File: src/sv/sfce_pkg.sv
`default_nettype none
// ============================================================================
// sfce_pkg: shared definitions for the slicing floorplan cost evaluator
// Token kind codes, field widths and parameter defaults.
// ============================================================================
package sfce_pkg;

    // Field widths of the token and result words
    localparam int KIND_BITS  = 2;
    localparam int SIDE_BITS  = 8;
    localparam int OUT_BITS   = 16;
    localparam int COST_BITS  = 32;

    // Parameter defaults
    localparam int STACK_DEPTH_DEF = 16;
    localparam int DIM_BITS_DEF    = 16;

    // Token kinds
    localparam logic [KIND_BITS-1:0] KIND_SQUARE = 2'd0;
    localparam logic [KIND_BITS-1:0] KIND_PLUS   = 2'd1;
    localparam logic [KIND_BITS-1:0] KIND_TIMES  = 2'd2;

endpackage
`default_nettype wire

File: src/sv/sfce_if.sv
`default_nettype none
// ============================================================================
// sfce_tok_if / sfce_res_if: valid-ready channels of the evaluator
// One token word in, one result word out.
// ============================================================================
interface sfce_tok_if;
    logic                               valid;
    logic                               ready;
    logic [sfce_pkg::KIND_BITS-1:0]     kind;
    logic [sfce_pkg::SIDE_BITS-1:0]     side;
    logic                               last;

    modport source (output valid, kind, side, last, input ready);
    modport sink   (input valid, kind, side, last, output ready);
endinterface

interface sfce_res_if;
    logic                               valid;
    logic                               ready;
    logic [sfce_pkg::COST_BITS-1:0]     cost;
    logic [sfce_pkg::OUT_BITS-1:0]      box_width;
    logic [sfce_pkg::OUT_BITS-1:0]      box_height;
    logic                               malformed;

    modport source (output valid, cost, box_width, box_height, malformed, input ready);
    modport sink   (input valid, cost, box_width, box_height, malformed, output ready);
endinterface
`default_nettype wire

File: src/sv/slicing_floorplan_cost_evaluator.sv
`default_nettype none
// ============================================================================
// slicing_floorplan_cost_evaluator: postfix slicing floorplan evaluation
// Evaluates one token word per cycle on a box stack, unless a held result stalls
// the input, and reports the bounding box and its cost at the end of each expression.
// ============================================================================
// The block takes one token word per clock cycle. Squares push a box, plus
// stacks the top two boxes vertically (heights add, width is the larger), and
// times places them side by side (widths add, height is the larger); sums
// saturate at 2^DIM_BITS-1. The stack is a shift line of STACK_DEPTH entries
// whose top is always at entry 0, so a push or a combine finishes in the cycle
// the token is taken. On a token with last set, the result word appears on the
// next cycle with the box clipped to 16 bits and cost equal to the square of
// its larger side; malformed is set (and the other fields are zero) after any
// overflow, underflow or unused kind, or when the stack does not end with
// exactly one box. The stack and error flag then clear. The only stall comes
// from the result register: a token is refused only while a result is held
// and the sink is not ready.
module slicing_floorplan_cost_evaluator #(
    parameter int STACK_DEPTH = sfce_pkg::STACK_DEPTH_DEF,
    parameter int DIM_BITS    = sfce_pkg::DIM_BITS_DEF
) (
    input  wire         i_clk,
    input  wire         i_rst_n,
    sfce_tok_if.sink    i_tok,
    sfce_res_if.source  o_res
);

    localparam int DEPTH_W = $clog2(STACK_DEPTH + 1);
    localparam int OUT_BITS = sfce_pkg::OUT_BITS;

    // Stack storage: entry 0 is the top
    logic [DIM_BITS-1:0] r_w [STACK_DEPTH];
    logic [DIM_BITS-1:0] r_h [STACK_DEPTH];
    logic [DIM_BITS-1:0] n_w [STACK_DEPTH];
    logic [DIM_BITS-1:0] n_h [STACK_DEPTH];
    logic [DEPTH_W-1:0]  r_depth;
    logic [DEPTH_W-1:0]  n_depth;
    logic                r_err;
    logic                n_err;

    // Result register
    logic                          r_out_valid;
    logic [sfce_pkg::COST_BITS-1:0] r_cost;
    logic [OUT_BITS-1:0]           r_box_w;
    logic [OUT_BITS-1:0]           r_box_h;
    logic                          r_bad;

    logic                accept;
    logic [DIM_BITS-1:0] w_side;
    logic [DIM_BITS:0]   w_wsum;
    logic [DIM_BITS:0]   w_hsum;
    logic [DIM_BITS-1:0] w_wadd;
    logic [DIM_BITS-1:0] w_hadd;
    logic [DIM_BITS-1:0] w_wmax;
    logic [DIM_BITS-1:0] w_hmax;
    logic [31:0]         w_fw32;
    logic [31:0]         w_fh32;
    logic [OUT_BITS-1:0] w_fw;
    logic [OUT_BITS-1:0] w_fh;
    logic [OUT_BITS-1:0] w_fmax;
    logic [sfce_pkg::COST_BITS-1:0] w_cost;
    logic                w_good;

    // Handshake: take a word unless a held result is stalled
    assign i_tok.ready = !r_out_valid || o_res.ready;
    assign accept      = i_tok.valid && i_tok.ready;

    // Combine the top two boxes: saturating sums and maxima
    assign w_side = DIM_BITS'(i_tok.side);
    assign w_wsum = {1'b0, r_w[0]} + {1'b0, r_w[1]};
    assign w_hsum = {1'b0, r_h[0]} + {1'b0, r_h[1]};
    assign w_wadd = w_wsum[DIM_BITS] ? {DIM_BITS{1'b1}} : w_wsum[DIM_BITS-1:0];
    assign w_hadd = w_hsum[DIM_BITS] ? {DIM_BITS{1'b1}} : w_hsum[DIM_BITS-1:0];
    assign w_wmax = (r_w[0] >= r_w[1]) ? r_w[0] : r_w[1];
    assign w_hmax = (r_h[0] >= r_h[1]) ? r_h[0] : r_h[1];

    // Next stack state for the token at the input
    always_comb begin
        n_w     = r_w;
        n_h     = r_h;
        n_depth = r_depth;
        n_err   = r_err;
        case (i_tok.kind)
            sfce_pkg::KIND_SQUARE: begin
                if (r_depth == DEPTH_W'(STACK_DEPTH)) begin
                    n_err = 1'b1;
                end else begin
                    // push: shift down, new box on top
                    for (int i = 1; i < STACK_DEPTH; i++) begin
                        n_w[i] = r_w[i-1];
                        n_h[i] = r_h[i-1];
                    end
                    n_w[0]  = w_side;
                    n_h[0]  = w_side;
                    n_depth = r_depth + DEPTH_W'(1);
                end
            end
            sfce_pkg::KIND_PLUS, sfce_pkg::KIND_TIMES: begin
                if (r_depth < DEPTH_W'(2)) begin
                    n_err = 1'b1;
                end else begin
                    // pop two, push the combined box: shift up under the top
                    for (int i = 1; i < STACK_DEPTH - 1; i++) begin
                        n_w[i] = r_w[i+1];
                        n_h[i] = r_h[i+1];
                    end
                    if (i_tok.kind == sfce_pkg::KIND_PLUS) begin
                        n_w[0] = w_wmax;
                        n_h[0] = w_hadd;
                    end else begin
                        n_w[0] = w_wadd;
                        n_h[0] = w_hmax;
                    end
                    n_depth = r_depth - DEPTH_W'(1);
                end
            end
            default: begin
                n_err = 1'b1;
            end
        endcase
    end

    // Final box: clip to the output width, square the larger side
    assign w_good = !n_err && (n_depth == DEPTH_W'(1));
    assign w_fw32 = 32'(n_w[0]);
    assign w_fh32 = 32'(n_h[0]);
    assign w_fw   = (w_fw32 > 32'd65535) ? {OUT_BITS{1'b1}} : w_fw32[OUT_BITS-1:0];
    assign w_fh   = (w_fh32 > 32'd65535) ? {OUT_BITS{1'b1}} : w_fh32[OUT_BITS-1:0];
    assign w_fmax = (w_fw >= w_fh) ? w_fw : w_fh;
    assign w_cost = w_fmax * w_fmax;

    // Stack entries: advance on every accepted word
    always_ff @(posedge i_clk) begin
        if (accept) begin
            r_w <= n_w;
            r_h <= n_h;
        end
    end

    // Depth and error flag: clear after the last token
    always_ff @(posedge i_clk) begin
        if (!i_rst_n) begin
            r_depth <= '0;
            r_err   <= 1'b0;
        end else if (accept) begin
            if (i_tok.last) begin
                r_depth <= '0;
                r_err   <= 1'b0;
            end else begin
                r_depth <= n_depth;
                r_err   <= n_err;
            end
        end
    end

    // Result valid: set on the last token, drop when taken
    always_ff @(posedge i_clk) begin
        if (!i_rst_n) begin
            r_out_valid <= 1'b0;
        end else if (accept && i_tok.last) begin
            r_out_valid <= 1'b1;
        end else if (o_res.ready) begin
            r_out_valid <= 1'b0;
        end
    end

    // Result payload: hold until the next last token
    always_ff @(posedge i_clk) begin
        if (accept && i_tok.last) begin
            r_cost  <= w_good ? w_cost : '0;
            r_box_w <= w_good ? w_fw : '0;
            r_box_h <= w_good ? w_fh : '0;
            r_bad   <= !w_good;
        end
    end

    assign o_res.valid      = r_out_valid;
    assign o_res.cost       = r_cost;
    assign o_res.box_width  = r_box_w;
    assign o_res.box_height = r_box_h;
    assign o_res.malformed  = r_bad;

    // Checks
    a_depth_bound: assert property (@(posedge i_clk) disable iff (!i_rst_n)
        r_depth <= DEPTH_W'(STACK_DEPTH))
        else $error("stack depth beyond capacity");

    a_last_clears: assert property (@(posedge i_clk) disable iff (!i_rst_n)
        accept && i_tok.last |=> r_depth == '0 && !r_err && o_res.valid)
        else $error("last token did not clear the stack or raise a result");

    a_bad_zero: assert property (@(posedge i_clk) disable iff (!i_rst_n)
        o_res.valid && o_res.malformed |->
            o_res.cost == '0 && o_res.box_width == '0 && o_res.box_height == '0)
        else $error("malformed result carries nonzero fields");

    a_cost_square: assert property (@(posedge i_clk) disable iff (!i_rst_n)
        o_res.valid && !o_res.malformed && o_res.box_width >= o_res.box_height |->
            o_res.cost == o_res.box_width * o_res.box_width)
        else $error("cost is not the square of the larger side");

endmodule
`default_nettype wire
File: src/flat_wrapper.sv
// flat-port wrapper written by rule: the top's interface ports become plain ports
module slicing_floorplan_cost_evaluator_flat 
#(
    parameter int STACK_DEPTH = sfce_pkg::STACK_DEPTH_DEF,
    parameter int DIM_BITS    = sfce_pkg::DIM_BITS_DEF
)
  (i_clk, i_rst_n, i_tok_valid, i_tok_kind, i_tok_side, i_tok_last, i_tok_ready, o_res_valid, o_res_cost, o_res_box_width, o_res_box_height, o_res_malformed, o_res_ready);
  sfce_tok_if i_tok_i ();
  sfce_res_if o_res_i ();
  input  wire i_clk;
  input  wire i_rst_n;
  input wire logic [$bits(i_tok_i.valid)-1:0] i_tok_valid;
  input wire logic [$bits(i_tok_i.kind)-1:0] i_tok_kind;
  input wire logic [$bits(i_tok_i.side)-1:0] i_tok_side;
  input wire logic [$bits(i_tok_i.last)-1:0] i_tok_last;
  output wire logic [$bits(i_tok_i.ready)-1:0] i_tok_ready;
  output wire logic [$bits(o_res_i.valid)-1:0] o_res_valid;
  output wire logic [$bits(o_res_i.cost)-1:0] o_res_cost;
  output wire logic [$bits(o_res_i.box_width)-1:0] o_res_box_width;
  output wire logic [$bits(o_res_i.box_height)-1:0] o_res_box_height;
  output wire logic [$bits(o_res_i.malformed)-1:0] o_res_malformed;
  input wire logic [$bits(o_res_i.ready)-1:0] o_res_ready;
  assign i_tok_i.valid = i_tok_valid;
  assign i_tok_i.kind = i_tok_kind;
  assign i_tok_i.side = i_tok_side;
  assign i_tok_i.last = i_tok_last;
  assign i_tok_ready = i_tok_i.ready;
  assign o_res_valid = o_res_i.valid;
  assign o_res_cost = o_res_i.cost;
  assign o_res_box_width = o_res_i.box_width;
  assign o_res_box_height = o_res_i.box_height;
  assign o_res_malformed = o_res_i.malformed;
  assign o_res_i.ready = o_res_ready;
  slicing_floorplan_cost_evaluator #(.STACK_DEPTH(STACK_DEPTH), .DIM_BITS(DIM_BITS)) u_core (.i_clk(i_clk), .i_rst_n(i_rst_n), .i_tok(i_tok_i), .o_res(o_res_i));
endmodule
File: config.mk
export PLATFORM = sky130hd
export DESIGN_NAME = slicing_floorplan_cost_evaluator_flat
export DESIGN_NICKNAME = d
export VERILOG_FILES = /design/src/sv/sfce_pkg.sv /design/src/sv/sfce_if.sv /design/src/sv/slicing_floorplan_cost_evaluator.sv /design/src/flat_wrapper.sv
export SDC_FILE = /design/constraint.sdc
export NUM_CORES = 1
export LEC_CHECK = 0
export BUFFER_PORTS_ARGS = -buffer_cell sky130_fd_sc_hd__buf_4
export CAP_MARGIN = 20
export CORE_MARGIN = 2
export CORE_UTILIZATION = 60
export CTS_BUF_LIST = sky130_fd_sc_hd__clkbuf_16
export DETAILED_ROUTE_END_ITERATION = 7
export PLACE_DENSITY = 0.88
export SLEW_MARGIN = 10
export SYNTH_ARGS = -nofsm -noshare
export SYNTH_HDL_FRONTEND = slang
export SYNTH_SLANG_ARGS = --single-unit
File: constraint.sdc
create_clock -name i_clk -period 32.9 [get_ports i_clk]
set_input_delay 6.58 -clock i_clk [delete_from_list [all_inputs] [get_ports i_clk]]
set_output_delay 6.58 -clock i_clk [all_outputs]
set_load 0.02 [all_outputs]
# After elaboration in Yosys (flattened, before gate mapping)
# Index checks and enable logic that the tools add are counted.
word_totals:
  register_bits: 584
  latch_bits: 0
  ram_bits: 0
  rom_bits: 0
  in_bits: 15
  out_inout_bits: 67
  elab_cells: 95
  n_memories: 0
classes:
  n_addsub: 4
  multipliers: 1
  n_div: 0
  magnitude_cmp: 6
  eq_ne: 6
  shifts: 0
  mux: 25
  n_bitwise: 1
  reduce_logical: 13
op_table:
  columns: ["op", "count"]
  rows:
  - ["$pmux 240 s2", 2]
  - ["$mux 256", 2]
  - ["$mux 240", 2]
  - ["$mux 16", 9]
  - ["$ge 16x16->1", 3]
  - ["$add 16x16->17", 2]
  - ["$gt 16x16->1 const B", 2]
  - ["$mul 16x16->32", 1]
  - ["$mux 5", 3]
  - ["$pmux 5 s2", 1]
  - ["$add 5x1->5 const B", 1]
  - ["$eq 5x1->1 const B", 1]
  - ["$eq 5x5->1 const B", 1]
  - ["$lt 5x2->1 const B", 1]
  - ["$mux 1", 5]
  - ["$sub 5x1->5 const B", 1]
  - ["$ne 2x2->1 const B", 2]
  - ["$reduce_and 4->1", 1]
  - ["$reduce_bool 2->1", 2]
  - ["$logic_and 1x1->1", 3]
  - ["$logic_not 1->1", 3]
  - ["$reduce_and 3->1", 1]
  - ["$eq 2x1->1 const B", 1]
  - ["$eq 2x2->1 const B", 1]
  - ["other kinds (5)", 5]

# Longest topological paths before layout
# Gate-level depths: netlist of run 1.
depth:
  depth_word: 10
  depth_mapped: 53
  mapped_depth_nobuf: 51

# Worst setup path after synthesis of run 1
# Ideal clock, no wire load.
synth_timing:
  kind: "input to register"
  start: "input port i_tok_kind[0]"
  end: "register u_core.r_h[100] (netlist name) (enable)"
  setup_ns: 1.271
  t_arrival_ns: 26.397
  required_time_ns: 31.629
  setup_slack_ns: 5.232
  cell_stages: 8
  n_path_buf: 3
  path_cell_list: "ha_1 -> clkbuf_1 -> inv_1 -> nand2_1 -> a21o_1 -> clkbuf_1 -> clkbuf_1 -> nor2_1"
synth_between:
  elab_chain_cells: 4
  word_cells_on_any_way: 8
synth_lines:
  columns: ["item", "line", "text"]
  rows:
  - ["start: declaration", "flat_wrapper.sv:13", "input wire logic [$bits(i_tok_i.kind)-1:0] i_tok_kind;"]
  - ["$eq 2x2->1 / $eq 2x1->1 (equally long branches)", "slicing_floorplan_cost_evaluator.sv:84", "case (i_tok.kind)"]
  - ["$reduce_or 2->1", "slicing_floorplan_cost_evaluator.sv:84", null]
  - ["$ne 2x2->1 (no source line) / $reduce_bool 2->1 (equally long branches)", null, null]
  - ["$reduce_and 4->1 (no source line) (*)", null, null]
  - ["end signal: assignment", "slicing_floorplan_cost_evaluator.sv:137", "r_h <= n_h;"]
  - ["end: declaration", "slicing_floorplan_cost_evaluator.sv:34", "logic [DIM_BITS-1:0] r_h [STACK_DEPTH];"]
# Every way passes the cells marked *; elsewhere a longest branch is shown, timed or not.
# A chain may end at the register's enable or synchronous reset.

==> run summary, run 1 <==
Syn avg cell area -> 11.0 um2
Setup-failing EPs final -> 0
Startpoint type of the worst setup path -> input port
Synth Net Count -> 3,549
Register area share after synthesis -> 49.7%
Critical Path AT -> 18.72 ns
Total global routing overflow -> 0
Critical Path End -> u_core.o_res.cost[30]
Vias per std cell -> 6.21
Synth warn -> 0
Ranking of synthesized cells by area -> edfxtp_1, a22oi_1, fa_1
Drt initial violations -> 3,039
DIE HEIGHT -> 246 um
Antenna violations before repair -> 2
CP most frequent cell -> inv_1
Crit Path Class -> input port to register
Combinational share of power -> 60.9%
Bufs on Longest Clock Path -> 3
Final critical-path required period -> 18.35 ns
PortBufs -> 80
Data required, critical path -> 33.26 ns
Outcome -> finished clean
Slowest stage delay, CP -> 0.77 ns
Sw power -> 1.79 mW
Maximum operating frequency -> 0.0545 GHz
Post-cts sizing count -> 0
Max cap viols -> 0
Number of synthesized register bits -> 583
Slowest-stage cell, CP -> a211oi_1
FP Rows -> 88
Drc violations -> 0
CTS buffer count -> 59
Clock Sinks -> 583
Pin count of the biggest net entering global routing -> 286
Final #Nets -> 3,522
Placed Area -> 36,100 um2
Io pins -> 82
Min-Delay Path Class -> register to register
Total power draw -> 4.08 mW
Die area -> 60,400 um2
Maximum VDD drop -> 0.000379 V
DP HPWL -> 51.2 mm
Worst R2R Start -> u_core.r_w[240]
Setup TNS -> 0 ns
Top cell type's share of synthesized area -> 49.3%
Antenna viol nets, final -> 0
Clock latency on the worst-skew pair -> 0.66 ns
Sequential power share -> 22.2%
Die width -> 246 um
Final Slew Violations -> 0
Wire per inst -> 19.9 um
RSZ-0062 raised after global routing -> no
Synth unique cells -> 86
Routed Wire Length -> 79.0 mm
Layout cells sized above 1 -> 7.92%
Detailed-route via count -> 24,701
Top FF cell, synth -> edfxtp_1
Worst Setup End Kind -> register
Mapped Area -> 35,100 um2
Relative slew margins -> 20.6%
Clock Skews -> 0.0535 ns
Cell Pwr Density -> 107 nW/um2
Fin crit share -> 55.8%
Final hold violations -> 0
Beginning of the critical path -> i_tok_kind[0]
Final Instance Area -> 38,200 um2
Gpl congestion -> 0.931
Initial Utilization -> 60.7%
Clock Power Share -> 16.8%
Count of flip-flops with a built-in enable after synthesis -> 576
Reg2Reg Capture Point -> u_core.o_res.cost[30]
Worst slew pin tran -> 1.19 ns
Synth area leader -> edfxtp_1
Post-synth ARST share -> 0%
Reg2Reg Depth -> 44
Area Growth Syn to Fin -> 8.79%
GRT Total Usage -> 25.8%
Post-Synthesis Cells -> 3,186
Commonest non-fill, non-tap cell in the layout -> edfxtp_1
Hold Buf Count CTS -> 0
Commonest non-fill, non-tap cells in the layout -> edfxtp_1, nor2_1, a22oi_1
Setup Buffers After CTS -> 0
H-tree Lvls -> 2
R2r setup slk -> 19.80 ns
TritonRoute pass-1 iters -> 8
CP Max Fanout -> 98
Int Power -> 2.30 mW
Switching share of power -> 43.8%
Vias in the first global route -> 23,786
Lkg Pwr -> 15.4 nW
Clk root buf -> clkbuf_16
TritonCTS clock tree -> built
First-pass GRT wire length -> 125 mm
Core Area -> 57,800 um2
CTS clock-pin slew for the worst setup and hold paths -> 0.06 ns
kinds of logic after synthesis:
kind of cell | Yosys count | share of synthesized area (%)
AO/OA/AOI/OAI | 758 | 15.8
XOR/XNOR | 51 | 1.32
adder cells (fa/ha/maj) | 349 | 16.0
buffers and inverters | 524 | 5.86
flip-flops | 583 | 49.7
multiplexers | 13 | 0.528
other | 1 | 0.0107
AND/OR/NAND/NOR | 907 | 10.9
flip-flops by register name, summed over array words and instances (netlist names):
register,cells
u_core.r_w,256
u_core.o_res.box_height,16
u_core.r_depth,5
u_core.o_res.valid,1
u_core.o_res.cost,31
u_core.r_h,256
u_core.o_res.box_width,16
u_core.o_res.malformed,1
u_core.r_err,1
final cells by class:
cell class / count / area [um2]
fill: 4008 / 19600
sequential: 583 / 17400
multi-input combinational: 2079 / 15600
clock buffer: 59 / 1480
inverter: 322 / 1210
tap: 765 / 957
timing repair buffer: 114 / 953
clock inverter: 52 / 509
antenna: 1 / 2.50
power groups by stage:
| stage | clock network, mW | registers, mW | logic, mW |
|---|---|---|---|
| finish | 0.687 | 0.908 | 2.49 |
| floorplan | 0 | 0.946 | 1.86 |
| global placement | 0 | 0.921 | 2.36 |
| CTS | 0.696 | 0.908 | 2.47 |
| detailed placement | 0 | 0.922 | 2.43 |
| global route | 0.724 | 0.912 | 2.83 |
worst min path at each step:
stage | from | end | slack (ns) | depth (start not counted)
3_3_place_gp | u_core.r_w[18] | u_core.r_w[2] | 0.43 | 0
4_1_cts | u_core.r_w[31] | u_core.r_w[15] | 0.45 | 0
5_1_grt | u_core.r_h[30] | u_core.r_h[14] | 0.46 | 0
2_1_floorplan | u_core.r_h[16] | u_core.r_h[0] | 0.43 | 0
6_report | u_core.r_h[24] | u_core.r_h[8] | 0.43 | 0
3_5_place_dp | u_core.r_w[31] | u_core.r_w[15] | 0.44 | 0
per-stage QoR:
stage                     hold WS [ns]  std cells  util (%)  setup slack [ns]
after floorplan                  0.427       3186         -              5.23
after global placement           0.429       3859      62.4             14.41
after detailed placement         0.436       3860      62.5             14.17
after CTS                        0.450       3971      65.9             14.74
after global routing             0.458       3974      66.1             13.93
final                            0.434       3975      66.1             14.55
cells in the mapped netlist, types with 6 or more instances:
cell type  count
nor3_1        14
or3_1          6
nor2_1       574
buf_4          8
o21ai_0       49
inv_2          8
o21bai_1       9
a221o_1        9
nand2_1      165
a211oi_1      11
nand2b_1      13
o211ai_1       6
nor3b_1        6
fa_1         165
a221oi_1      21
inv_1        314
a21oi_1       91
nand4_1        9
and3_1         8
nor2b_1       18
a31oi_1        7
and2_1        62
nand3_1       16
a22oi_1      458
edfxtp_1     576
clkbuf_1     173
ha_1         183
xor2_1        15
buf_2         15
xnor2_1       35
a21o_1        32
dfxtp_1        7
o31ai_1        6
metal layers:
layer,track usage [%],wire length [um],vias up
li1,-,-,11291
met1,37.3,33400,12122
met2,39.3,36300,1110
met3,5.53,7060,176
met4,7.79,2230,2
met5,0,7,-
worst max-delay path: cells and delay by family:
family,cells,cell delay [ns]
compound gates,15,4.68
fa+ha+maj,9,3.75
simple gates,7,1.81
buf+inv,9,1.62
xor+xnor,1,0.22
(Power assumes the default switching activity.)
==> inputs of run 2 (changes only) <==
--- a/config.mk
+++ b/config.mk
@@ -5,6 +5,7 @@
 export SDC_FILE = /design/constraint.sdc
 export NUM_CORES = 1
 export LEC_CHECK = 0
+export ABC_AREA = 1
 export BUFFER_PORTS_ARGS = -buffer_cell sky130_fd_sc_hd__buf_4
 export CAP_MARGIN = 20
 export CORE_MARGIN = 2
==> constraint.sdc (replaced) <==
create_clock -name i_clk -period 17.9 [get_ports i_clk]
set_input_delay 3.58 -clock i_clk [delete_from_list [all_inputs] [get_ports i_clk]]
set_output_delay 3.58 -clock i_clk [all_outputs]
set_load 0.02 [all_outputs]
==> run 2 against run 1 <==
Against the previous run: register-to-register slack worse by 14 ns; worst setup slack got worse by 10 ns; clock skew decreased by 0.030 ns; non-clock buffer count decreased by 11; critical path depth increased by 2; count of clock-buffer cells in the layout is the same; cell area rose by 1.7%; critical path type unchanged.
==> run summary, run 2 <==
Post-synth ARST share -> 0% (unchanged)
Hold Buf Count CTS -> 0 (unchanged)
Antenna viol nets, final -> 0 (unchanged)
Syn avg cell area -> 9.22 um2 (was 11.0 um2)
Area Growth Syn to Fin -> 8.03% (was 8.79%)
H-tree Lvls -> 2 (unchanged)
Final #Nets -> 4,227 (was 3,522)
CP Max Fanout -> 56 (was 98)
Top FF cell, synth -> edfxtp_1 (unchanged)
Routed Wire Length -> 80.9 mm (was 79.0 mm)
Mux share of post-synthesis cell area -> 0% (was 0.528%)
Setup TNS -> 0 ns (unchanged)
Commonest non-fill, non-tap cell in the layout -> nand2_1 (was edfxtp_1)
Critical Path AT -> 14.23 ns (was 18.72 ns)
Total global routing overflow -> 0 (unchanged)
Clock Sinks -> 583 (unchanged)
Setup-failing EPs final -> 0 (unchanged)
Outcome -> finished clean (unchanged)
Slowest stage delay, CP -> 0.80 ns (was 0.77 ns)
DP HPWL -> 52.8 mm (was 51.2 mm)
Layout Utilization -> 65.7% (was 66.1%)
Crit Path Class -> input port to register (unchanged)
Combinational share of power -> 60.4% (was 60.9%)
First-pass GRT wire length -> 131 mm (was 125 mm)
Die width -> 249 um (was 246 um)
Ranking of synthesized cells by area -> edfxtp_1, nand2_1, fa_1 (was edfxtp_1, a22oi_1, fa_1)
GRT Total Usage -> 25.7% (was 25.8%)
Pin count of the biggest net entering global routing -> 256 (was 286)
Final hold violations -> 0 (unchanged)
Die area -> 61,900 um2 (was 60,400 um2)
Synth unique cells -> 54 (was 86)
Detailed-route via count -> 26,985 (was 24,701)
Clk root buf -> clkbuf_16 (unchanged)
FP Rows -> 89 (was 88)
Slowest-stage cell, CP -> o21ai_1 (was a211oi_1)
Register area share after synthesis -> 48.5% (was 49.7%)
Initial Utilization -> 60.8% (was 60.7%)
RSZ-0062 raised after global routing -> no (unchanged)
Sequential power share -> 23.4% (was 22.2%)
Synth Net Count -> 4,262 (was 3,549)
PortBufs -> 80 (unchanged)
Setup Buffers After CTS -> 0 (unchanged)
Worst Setup End Kind -> register (unchanged)
Fin crit share -> 77.3%
Combinational family with the most area after synthesis -> simple AND/OR/NAND/NOR gates (was adder cells)
Lkg Pwr -> 15.7 nW (was 15.4 nW)
Number of synthesized register bits -> 583 (unchanged)
Clock latency on the worst-skew pair -> 0.64 ns (was 0.66 ns)
Filler instances -> 4,391 (was 4,008)
Data required, critical path -> 18.29 ns (was 33.26 ns)
Bufs on Longest Clock Path -> 3 (unchanged)
Antenna violations before repair -> 0 (was 2)
Synth area leader -> edfxtp_1 (unchanged)
CP most frequent cell -> inv_1 (unchanged)
TritonCTS clock tree -> built (unchanged)
CTS buffer count -> 58 (was 59)
Layout cells sized above 1 -> 6.11% (was 7.92%)
Final critical-path required period -> 13.84 ns
Post-Synthesis Cells -> 3,899 (was 3,186)
Int Power -> 3.79 mW (was 2.30 mW)
Gpl congestion -> 0.960 (was 0.931)
XOR/XNOR Fraction of Synth Area -> 0.658% (was 1.32%)
Drt initial violations -> 3,143 (was 3,039)
Clock Skews -> 0.0237 ns (was 0.0535 ns)
Most frequent cell after synthesis -> nand2_1 (was edfxtp_1)
Min-Delay Path Class -> register to register (unchanged)
Hold_ws -> 0.444 ns (was 0.434 ns)
TritonRoute pass-1 iters -> 6 (was 8)
Core Area -> 59,100 um2 (was 57,800 um2)
Count of flip-flops with a built-in enable after synthesis -> 576 (unchanged)
Antenna diode count -> 0 (was 1)
Commonest non-fill, non-tap cells in the layout -> nand2_1, edfxtp_1, a21oi_1 (was edfxtp_1, nor2_1, a22oi_1)
Vias per std cell -> 5.76 (was 6.21)
Sw power -> 3.40 mW (was 1.79 mW)
Post-cts sizing count -> 0 (unchanged)
Vias in the first global route -> 26,123 (was 23,786)
Clock Power Share -> 16.2% (was 16.8%)
Maximum operating frequency -> 0.0723 GHz
Synth warn -> 0 (unchanged)
Maximum VDD drop -> 0.000678 V (was 0.000379 V)
Io pins -> 82 (unchanged)
Startpoint type of the worst setup path -> input port (unchanged)
Relative slew margins -> 14.4% (was 20.6%)
DIE HEIGHT -> 249 um (was 246 um)
Compound-Gate Fraction of Synth Area -> 11.9% (was 15.8%)
Top cell type's share of synthesized area -> 48.1% (was 49.3%)
Synth Area in Adders -> 15.6% (was 16.0%)
Switching share of power -> 47.3% (was 43.8%)
Mapped Area -> 35,900 um2 (was 35,100 um2)
Simple-gate share of the synthesized area -> 16.3% (was 10.9%)
Post-synth top cells -> nand2_1, edfxtp_1, a21oi_1 (was edfxtp_1, nor2_1, a22oi_1)
Final Slew Violations -> 0 (unchanged)
CTS clock-pin slew for the worst setup and hold paths -> 0.06 ns (about the same)
Drc violations -> 0 (unchanged)
Max cap viols -> 0 (unchanged)
Worst slew pin tran -> 1.28 ns (was 1.19 ns)
Cell Pwr Density -> 185 nW/um2 (was 107 nW/um2)
Wire per inst -> 17.3 um (was 19.9 um)
run 2: changes by cell type after synthesis, moves of 63 or more:
cell,change
a21oi_1,+483
o21ai_0,+63
nand2_1,+1064
nor2_1,-411
inv_1,+121
a22oi_1,-444
run 2: per-stage QoR:
stage	cell area, um2	cells	power [mW]	worst slack (ns)
floorplan	35900	3899	4.90	2.39
global placement	36900	4572	5.73	4.05
detailed placement	36900	4572	5.93	3.70
CTS	38700	4679	7.17	4.22
global route	38800	4684	7.85	3.30
finish	38800	4684	7.19	4.06
run 2: routing by layer:
layer	vias to the layer above	GRT usage [%]	part of all wire [%]	routed length, um
met5	-	0	0	0
met4	0	10.5	4.1	3310
met3	196	4.44	6.8	5530
met2	1002	41.0	47	37800
met1	13008	35.3	42	34200
li1	12779	-	-	-
run 2: cells by family (layout without fill, tap and decap cells):
logic type,Yosys count,after routing
fa+ha+maj,348,348
flops,583,583
simple gates,1496,1496
other cells,1,1
buf+inv,651,663
xor+xnor,27,27
compound gates,793,793
run 2: final timing paths:
path         slack, ns                     to             from  cells after the start
max reg2reg       6.16  u_core.o_res.cost[28]  u_core.r_w[240]                     54
min reg2reg       0.44         u_core.r_w[13]   u_core.r_w[29]                      0
max               4.06  u_core.o_res.cost[28]    i_tok_kind[0]                     43
min               0.44         u_core.r_w[13]   u_core.r_w[29]                      0
run 2: area by class of cell:
type / instances / area (um2) / share of cell area [%]
flip-flops and latches: 583 / 17400 / 44.9
clock inverters: 48 / 323 / 0.832
clock buffers: 59 / 1480 / 3.80
repair buffers: 103 / 903 / 2.33
multi-input cells: 2665 / 16000 / 41.2
well taps: 773 / 967 / 2.49
inverters: 453 / 1720 / 4.42
run 2: critical path, delay by kind of cell:
kind,cells,cell delay (ns)
compound gates,12,3.85
fa+ha+maj,9,3.62
simple gates,11,1.75
buf+inv,11,1.40
run 2: power groups by stage:
stage	registers (mW)	logic, mW	clock network, mW
4_1_cts	1.68	4.30	1.18
3_3_place_gp	1.71	4.02	0
2_1_floorplan	1.73	3.17	0
5_1_grt	1.69	4.91	1.24
6_report	1.69	4.34	1.17
3_5_place_dp	1.71	4.22	0
